==> src/design/hkrp_pkg.sv <==
// types and constants of the keyboard report pacer
// used by the controller, the datapath and the top level
`default_nettype none

package hkrp_pkg;

  localparam int KEY_SLOTS = 6;

  localparam logic [7:0] MOD_FIRST  = 8'hE0;
  localparam logic [7:0] MOD_LAST   = 8'hE7;
  localparam logic [7:0] CTRL_LEFT  = 8'h01;
  localparam logic [7:0] CTRL_RIGHT = 8'h10;
  localparam logic [7:0] GUI_BITS   = 8'h88;
  localparam logic [7:0] GAP_RESET  = 8'd10;

  typedef logic [KEY_SLOTS-1:0][7:0] keys_t;

  typedef struct packed {
    logic [7:0] mods;
    keys_t      keys;
  } snap_t;

  typedef enum logic [2:0] {
    ACT_KEY_DOWN    = 3'd0,
    ACT_KEY_UP      = 3'd1,
    ACT_SYNC_MODS   = 3'd2,
    ACT_RELEASE_ALL = 3'd3,
    ACT_KEEP_ONLY   = 3'd4,
    ACT_DROP        = 3'd5,
    ACT_HOST_LOST   = 3'd6,
    ACT_TICK        = 3'd7
  } action_t;

  typedef enum logic [1:0] {
    ST_IDLE,
    ST_STEP_A,
    ST_STEP_B,
    ST_EMIT
  } ctrl_state_t;

  typedef struct packed {
    logic load;
    logic step_a;
    logic step_b;
    logic emit;
  } ctrl_cmd_t;

  typedef struct packed {
    logic needs_b;
  } ctrl_stat_t;

endpackage

`default_nettype wire

==> src/design/hkrp_ctrl.sv <==
// controller: item sequencing and result register handshake
// depends on hkrp_pkg
`default_nettype none

module hkrp_ctrl
  import hkrp_pkg::*;
(
  input  wire logic       clk,
  input  wire logic       rst_n,
  input  wire logic       in_valid,
  output logic            in_stall,
  output logic            out_valid,
  input  wire logic       out_stall,
  input  wire ctrl_stat_t stat,
  output ctrl_cmd_t       cmd
);

  ctrl_state_t state_r, state_nxt;
  logic        out_valid_r, out_valid_nxt;
  logic        out_free;

  assign out_free  = !out_valid_r || !out_stall;
  assign in_stall  = (state_r != ST_IDLE);
  assign out_valid = out_valid_r;

  always_ff @(posedge clk) begin
    if (!rst_n) begin
      state_r     <= ST_IDLE;
      out_valid_r <= 1'b0;
    end else begin
      state_r     <= state_nxt;
      out_valid_r <= out_valid_nxt;
    end
  end

  always_comb begin
    state_nxt  = state_r;
    cmd        = '0;
    unique case (state_r)
      ST_IDLE: begin
        if (in_valid) begin
          cmd.load  = 1'b1;
          state_nxt = ST_STEP_A;
        end
      end
      ST_STEP_A: begin
        cmd.step_a = 1'b1;
        state_nxt  = stat.needs_b ? ST_STEP_B : ST_EMIT;
      end
      ST_STEP_B: begin
        cmd.step_b = 1'b1;
        state_nxt  = ST_EMIT;
      end
      ST_EMIT: begin
        // wait here until the result register is free
        if (out_free) begin
          cmd.emit  = 1'b1;
          state_nxt = ST_IDLE;
        end
      end
    endcase
  end

  always_comb begin
    if (cmd.emit) begin
      out_valid_nxt = 1'b1;
    end else if (!out_stall) begin
      out_valid_nxt = 1'b0;
    end else begin
      out_valid_nxt = out_valid_r;
    end
  end

endmodule

`default_nettype wire

==> config.mk <==
export PLATFORM = sky130hd
export DESIGN_NAME = hkrp_ctrl
export DESIGN_NICKNAME = d
export VERILOG_FILES = /design/src/design/hkrp_pkg.sv /design/src/design/hkrp_ctrl.sv
export SDC_FILE = /design/constraint.sdc
export NUM_CORES = 1
export LEC_CHECK = 0
export BUFFER_PORTS_ARGS = -buffer_cell sky130_fd_sc_hd__clkbuf_2
export CORE_AREA = 10 10 47 49
export DETAILED_ROUTE_END_ITERATION = 7
export DIE_AREA = 0 0 57 59
export PLACE_DENSITY = 0.42
export SYNTH_ARGS = -nofsm -noshare
export SYNTH_HDL_FRONTEND = slang
export SYNTH_SLANG_ARGS = --single-unit
==> constraint.sdc <==
create_clock -name clk -period 1.3 [get_ports clk]
set_input_delay 0.26 -clock clk [delete_from_list [all_inputs] [get_ports clk]]
set_output_delay 0.26 -clock clk [all_outputs]
set_load 0.005 [all_outputs]
# Yosys cells after proc, flatten, opt, wreduce, memory -nomap -nowiden
# Cells that the tools add are included.
dict set report totals {
  in_bits 5
  word_cells 26
  reg_bits 3
}
dict set report op_classes {
  eq_ne 6
  reduce_logical 6
  n_mux 12
}
# cell n
set op_table {}
lappend op_table {{2-to-1 mux 1 bit} 9}
lappend op_table {{one-hot mux 2 bit (4 select lines)} 1}
lappend op_table {{equality test 2 bit, second input constant} 2}
lappend op_table {{2-to-1 mux 2 bit} 2}
lappend op_table {{inequality test 2 bit, second input constant} 2}
lappend op_table {{equality test 2 x 1 -> 1 bit, second input constant} 1}
lappend op_table {{zero test 1 bit} 2}
lappend op_table {{zero test 2 bit} 1}
lappend op_table {{inequality test 2 x 1 -> 1 bit, second input constant} 1}
lappend op_table {{AND reduction 2 bit} 1}
lappend op_table {{nonzero test 2 bit} 1}
lappend op_table {{logical OR 1 bit} 1}

# Logic depth before layout (Yosys ltp)
# Gate-level depths: netlist (run 1).
dict set report logic_depth {
  depth_word 5
  depth_mapped 5
  depth_no_buf 5
}

# Least setup slack after synthesis (run 1)
# No wires, ideal clock.
dict set report synth_timing {
  path_type {register to register}
  start {reg state_r[1]}
  end {reg state_r[0]}
  setup_slack_ps 19
  setup_ps 122
  n_path_buf 0
  t_required_ps 1178
  arrival_time_ps 1159
  path_stages_with_launch 5
  path_cell_list {dfxtp_1 > inv_1 > ha_1 > a211o_1 > o311a_1}
}
dict set report synth_via {
  elab_chain_cells 3
  elab_cells_between_ends 8
  cone_classes {eq/ne (5); mux (1); reduce/logical (2)}
}
# element line
set synth_lines {}
lappend synth_lines {{start, declared} hkrp_ctrl.sv:18} ;# ctrl_state_t state_r, state_nxt;
lappend synth_lines {{start signal, assigned} hkrp_ctrl.sv:31} ;# state_r <= state_nxt;
lappend synth_lines {{equality test 2 bit / zero test 2 bit (equally long branches)} hkrp_ctrl.sv:39} ;# unique case (state_r)
lappend synth_lines {{inequality test 2 bit (no source line)} -}
lappend synth_lines {{AND reduction 2 bit (no source line)} -}
# Several ways; a longest one is shown, not always the timed one.
# A chain may end at the register's enable or synchronous reset.

==> results.txt, run 1 <==
Placed Cells -> 54
Rows -> 14
Pwr Density -> 2040 mW/mm^2
ys flop type -> dfxtp_1
hold endpoint -> state_r[0]$_SDFFE_PN0P_
Non-Filler Instances -> 59
starting density of the core -> 17.4%
failing checks -> negative setup slack
gr usage total -> 4.49%
CP top delay family -> flip-flops
Final Hold Viols -> 0
CTS clk-pin slew, worst paths -> 0.04 ns
drt drc -> 0
Unique masters post-synth -> 17
worst r2r src -> state_r[1]$_SDFFE_PN0P_
core area -> 0.00140 sq mm
multi-input logic area -> 206 sq um
fillers -> 159
syn_area_per_cell -> 9.38 sq um
Slew @ Worst Pin -> 0.176 ns
synthesized cell area -> 244 sq um
CP required -> 1.04 ns
Placed Area -> 329 sq um
Seq pwr share -> 22.1%
leading area contributor after synthesis -> ha_1
initial antenna violation count -> 0
Iter 0 DRT Violations -> 4
min-delay src -> rst_n
design area -> 430 sq um
final period utilization -> 101%
DR vias/cell -> 3.90
Lkg Pwr -> 0.196 nW
TritonCTS Sinks -> 3
Synth Warn # -> 0
Slew headroom -> 88.2%
detailed-route via count -> 230
Startpoint Class -> flip-flop
CP cell instances -> inv_4, ha_4, and2_4, clkbuf_2
Detail Route Antenna Nets -> 0
count leader, synth -> ha_1
Final HPWL DP -> 514 um
Comb pwr share -> 58.6%
die area -> 0.00336 sq mm
CTS tree -> done
Crit-path slowest cell -> dfxtp_4
share of cells above drive strength 1 -> 67.4%
clock share of power -> 19.2%
EDFF count, synth -> 0
first-pass GRT wire length -> 1100 um
max cap viols -> 0
top cell type's share of synthesized area -> 25.6%
Post-synth ARST share -> 0%
die height -> 59 um
pin count of the biggest net entering global routing -> 5
Setup WS post-layout -> -0.00880 ns
R2R Path End -> state_r[0]$_SDFFE_PN0P_
register area share after synthesis -> 24.6%
CTS buffer count -> 3
FF+latch count, synth -> 3
switching power -> 329 uW
Peak supply drop -> 863 uV
Final Net Count -> 54
I/O pins -> 11
Sw Ratio -> 37.6%
R2R setup slack -> 0.01 ns
Critical Path Fanout Max -> 3
WHS Path Cells -> 2
Worst Setup End Kind -> output port
Worst-Skew Late Latency -> 0.24 ns
kind of critical path -> reg -> out
Fmax -> 764 MHz
maximum root-to-sink buffer count -> 2
Pins Over Slew Limit -> 0
fin crit period -> 1.31 ns
Net Count, Synth -> 36
Ant. Diodes -> 0
Hold WC Path Type -> in -> reg
remaining global-route overflow -> 0
Final Wtd Congestion -> 0.716
# setup viols final -> 1
status -> finished with violations
worst path bufs/invs -> 2
register area -> 67.6 sq um
Worst path max stage delay -> 0.38 ns
Synth Instances -> 26
clk_skew -> 0.00457 ns
H-tree Lvls -> 1
buffers added on ports -> 10
Int Pwr -> 547 uW
WL/cell -> 11.1 um
Die Wd -> 57 um
top area cells in the synthesized netlist -> ha_1 26%, dfxtp_1 25%, inv_1 6.2%
Critical Path AT -> 1.05 ns
RSZ-0062 raised after global routing -> true
DRT Wirelength -> 652 um
number of global-route vias before repair -> 243
R2R cell count -> 4
DR pass1 iterations -> 3
Clk Tree Root Cell -> clkbuf_4
Layout area overhead -> 76.4%
Synth top cells by count -> 5 x ha_1, 4 x inv_1, 3 x dfxtp_1
total power -> 877 uW
==> cell type report <==
type | count | area share [%]
Timing Repair Buffer | 14 | 20.9
Clock buffer | 4 | 6.10
Sequential cell | 3 | 15.7
Tap cell | 16 | 4.65
Inverter | 4 | 4.65
Multi-Input combinational cell | 18 | 48.0
==> layer usage <==
metal | global-route usage [%] | part of all wire (%) | vias to the layer above
met2 | 5.58 | 38 | 10
met4 | 2.01 | 0 | 0
li1 | - | - | 123
met1 | 4.74 | 47 | 97
met3 | 4.72 | 14 | 0
met5 | 0 | 0 | -
==> cell families (layout without fill, tap and decap cells) <==
kind of cell    Yosys count  after routing  share of synthesized area [%]
fa+ha+maj                 5              5                           25.6
buf+inv                   5             22                           9.23
simple gates              6              6                           16.4
flops                     3              3                           24.6
compound gates            7              7                           24.1
==> placed cells by master, fill, tap and decap left out, drive strengths merged <==
cell,netlist,layout
o211ai,1,1
inv,4,4
dfxtp,3,3
a21boi,1,1
ha,5,5
o31ai,2,2
a21oi,1,1
nor2b,1,1
and2b,1,1
nand2,1,1
o311a,1,1
and2,1,1
nor2,1,1
buf,1,6
a211o,1,1
clkbuf,0,12
and3,1,1
==> stage by stage <==
step / setup TNS [ns] / setup slack, ns / hold WS [ns] / util, %
finish: -0.00880 / -0.00880 / 0.288 / 30.7
global route: -0.134 / -0.0492 / 0.299 / 30.7
CTS: -0.0229 / -0.0195 / 0.280 / 29.8
detailed placement: -0.0379 / -0.0379 / 0.544 / 23.5
global placement: -0.0303 / -0.0303 / 0.537 / 23.5
floorplan: 0 / 0.0194 / 0.388 / -
==> power groups by stage <==
stage	registers (mW)	logic [mW]	clock network, mW
floorplan	0.149	0.222	0
CTS	0.194	0.498	0.179
detailed placement	0.152	0.395	0
global route	0.203	0.588	0.184
finish	0.194	0.514	0.169
global placement	0.147	0.409	0
==> flip-flops by register name (all words and copies together), names as in the netlist <==
name,cells
state_r,2
out_valid,1
==> worst max path at each step <==
| stage | from | end | slack (ns) | depth (start not counted) |
|---|---|---|---|---|
| finish | state_r[1]$_SDFFE_PN0P_ | cmd[3] | -0.009 | 4 |
| CTS | state_r[1]$_SDFFE_PN0P_ | cmd[3] | -0.02 | 4 |
| floorplan | state_r[1]$_SDFFE_PN0P_ | state_r[0]$_SDFFE_PN0P_ | 0.02 | 4 |
| global placement | state_r[0]$_SDFFE_PN0P_ | state_r[0]$_SDFFE_PN0P_ | -0.03 | 5 |
| detailed placement | state_r[0]$_SDFFE_PN0P_ | state_r[0]$_SDFFE_PN0P_ | -0.04 | 5 |
| global route | state_r[1]$_SDFFE_PN0P_ | cmd[3] | -0.05 | 4 |
==> repair_timing <==
item / 4_1_cts / 5_1_grt
gates cloned: 0 / 0
endpoints found under the setup margin: 5 / 4
buffers inserted: 1 / 0
pin swaps: 1 / 2
resized for setup: 17 / 4
hold buffers: 0 / 0
Power figures use the tool's default switching activity.
==> run 2: changes to the inputs <==
--- a/config.mk
+++ b/config.mk
@@ -7,6 +7,7 @@
 export LEC_CHECK = 0
 export BUFFER_PORTS_ARGS = -buffer_cell sky130_fd_sc_hd__clkbuf_2
 export CORE_AREA = 10 10 47 49
+export CTS_BUF_LIST = sky130_fd_sc_hd__clkbuf_8
 export DETAILED_ROUTE_END_ITERATION = 7
 export DIE_AREA = 0 0 57 59
 export PLACE_DENSITY = 0.42
==> run 2 against run 1 <==
Compared with the run above: the run now ends clean; non-clock buffer count unchanged; sequential power about the same; global-route usage down 0.35 points; combinational power up 0.8%; via count up 0.43%; total power up 11%; wire length up 1.4%; cell count unchanged; register-to-register slack better by 0.02 ns.
==> results.txt, run 2 (synthesis results as in run 1) <==
status -> completed
Clk Tree Root Cell -> clkbuf_8
TritonCTS Sinks -> 3
Pwr Density -> 2180 mW/mm^2
Final Net Count -> 54
post-layout util -> 32.0%
I/O pins -> 11
initial antenna violation count -> 0
Slew @ Worst Pin -> 0.173 ns
Crit-path slowest cell -> dfxtp_4
total power -> 974 uW
most common cell after layout, fill and taps aside -> clkbuf_2
Ant. Diodes -> 0
Top reg by flops -> state_r
Lkg Pwr -> 0.205 nW
number of global-route vias before repair -> 236
buffers added on ports -> 10
Fmax -> 780 MHz
Setup WS pre-CTS -> -0.0379 ns
Slew headroom -> 88.4%
drt drc -> 0
die area -> 0.00336 sq mm
share of cells above drive strength 1 -> 67.4%
CTS buffer count -> 3
Non-Filler Instances -> 59
Peak supply drop -> 860 uV
H-tree Lvls -> 1
# setup viols final -> 0
CP top delay family -> flip-flops
RSZ-0062 raised after global routing -> true
Startpoint Class -> flip-flop
CTS tree -> done
fin crit period -> 1.28 ns
fillers -> 156
worst path bufs/invs -> 2
most frequent cells in the layout -> 9 x clkbuf_2, 3 x inv_1, 3 x ha_4, 3 x clkbuf_8, 3 x buf_4
Hold WC Path Type -> in -> reg
starting density of the core -> 17.4%
detailed-route via count -> 231
CTS clk-pin slew, worst paths -> 0.03 ns
Final HPWL DP -> 514 um
core area -> 0.00140 sq mm
gr usage total -> 4.15%
Final Wtd Congestion -> 0.716
Pins Over Slew Limit -> 0
final period utilization -> 98.6%
remaining global-route overflow -> 0
Detail Route Antenna Nets -> 0
final hold slack -> 0.311 ns
Placed Area -> 329 sq um
Critical Path Fanout Max -> 3
max reg flops -> 2
Worst Setup End Kind -> output port
DR pass1 iterations -> 4
kind of critical path -> reg -> out
Worst path max stage delay -> 0.37 ns
CP required -> 1.04 ns
DR vias/cell -> 3.92
Final Hold Viols -> 0
DRT Wirelength -> 661 um
first-pass GRT wire length -> 1040 um
Setup WS post-layout -> 0.0178 ns
max cap viols -> 0
clk_skew -> 0.00368 ns
Die Wd -> 57 um
Layout area overhead -> 83.6%
Rows -> 14
Placed Cells -> 54
Worst-Skew Late Latency -> 0.22 ns
setup_tns -> 0 ns
die height -> 59 um
# hold bufs at CTS -> 0
pin count of the biggest net entering global routing -> 5
CP cell instances -> inv_4, ha_4, and2_4, clkbuf_2
Iter 0 DRT Violations -> 6
design area -> 448 sq um
maximum root-to-sink buffer count -> 2
Critical Path AT -> 1.02 ns
WL/cell -> 11.2 um
==> run 2: cell count changes in the layout (fill, tap and decap cells not counted) <==
cell | before | now
ha_2 | 1 | 2
buf_2 | 1 | 0
clkbuf_1 | 1 | 0
clkbuf_2 | 8 | 9
clkbuf_8 | 0 | 3
ha_1 | 1 | 0
inv_1 | 2 | 3
clkbuf_4 | 3 | 0
a21boi_1 | 0 | 1
a21boi_2 | 1 | 0
==> run 2: power breakdown <==
part	switching (mW)	internal [mW]
logic	0.226	0.293
clock network	0.0605	0.201
registers	0.0545	0.140
total	0.341	0.634
==> run 2: cell type report <==
class | instances | area (sq um) | area share [%]
Clock buffer | 3 | 41.3 | 9.22
Multi-Input combinational cell | 18 | 205 | 45.8
Sequential cell | 3 | 67.6 | 15.1
Tap cell | 16 | 20.0 | 4.47
Clock inverter | 1 | 3.75 | 0.838
Inverter | 4 | 20.0 | 4.47
Timing Repair Buffer | 14 | 90.1 | 20.1
==> run 2: final timing paths <==
kind                                 from                 endpoint  slack [ns]  depth (start not counted)
setup / recovery  state_r[0]$_SDFFE_PN0P_                   cmd[3]        0.02                          4
hold / removal                      rst_n  state_r[0]$_SDFFE_PN0P_        0.31                          2
setup reg to reg  state_r[0]$_SDFFE_PN0P_  state_r[0]$_SDFFE_PN0P_        0.03                          4
hold reg to reg    out_valid$_SDFFE_PN0P_   out_valid$_SDFFE_PN0P_        0.55                          2
==> run 2: worst reg2reg max path: stages, from the launching register on <==
cell and delay [ns]:
dfxtp_4 0.37, inv_4 0.05, ha_2 0.18, a211o_1 0.26, o311a_1 0.29
==> run 2: what timing repair did <==
| action | CTS | global route |
|---|---|---|
| pin swaps | 1 | 1 |
| cloned | 0 | 0 |
| gates resized for setup | 11 | 10 |
| endpoints found under the hold margin | 0 | 0 |
| buffers inserted | 0 | 1 |
| endpoints found under the setup margin | 5 | 4 |
==> run 2: metal layers <==
metal | vias to the layer above | routed length (um) | global-route usage (%) | share of wire [%]
li1 | 123 | - | - | -
met1 | 98 | 328 | 4.38 | 50
met2 | 10 | 252 | 5.27 | 38
met3 | 0 | 80 | 4.72 | 12
met4 | 0 | 0 | 1.01 | 0
met5 | - | 0 | 0 | 0
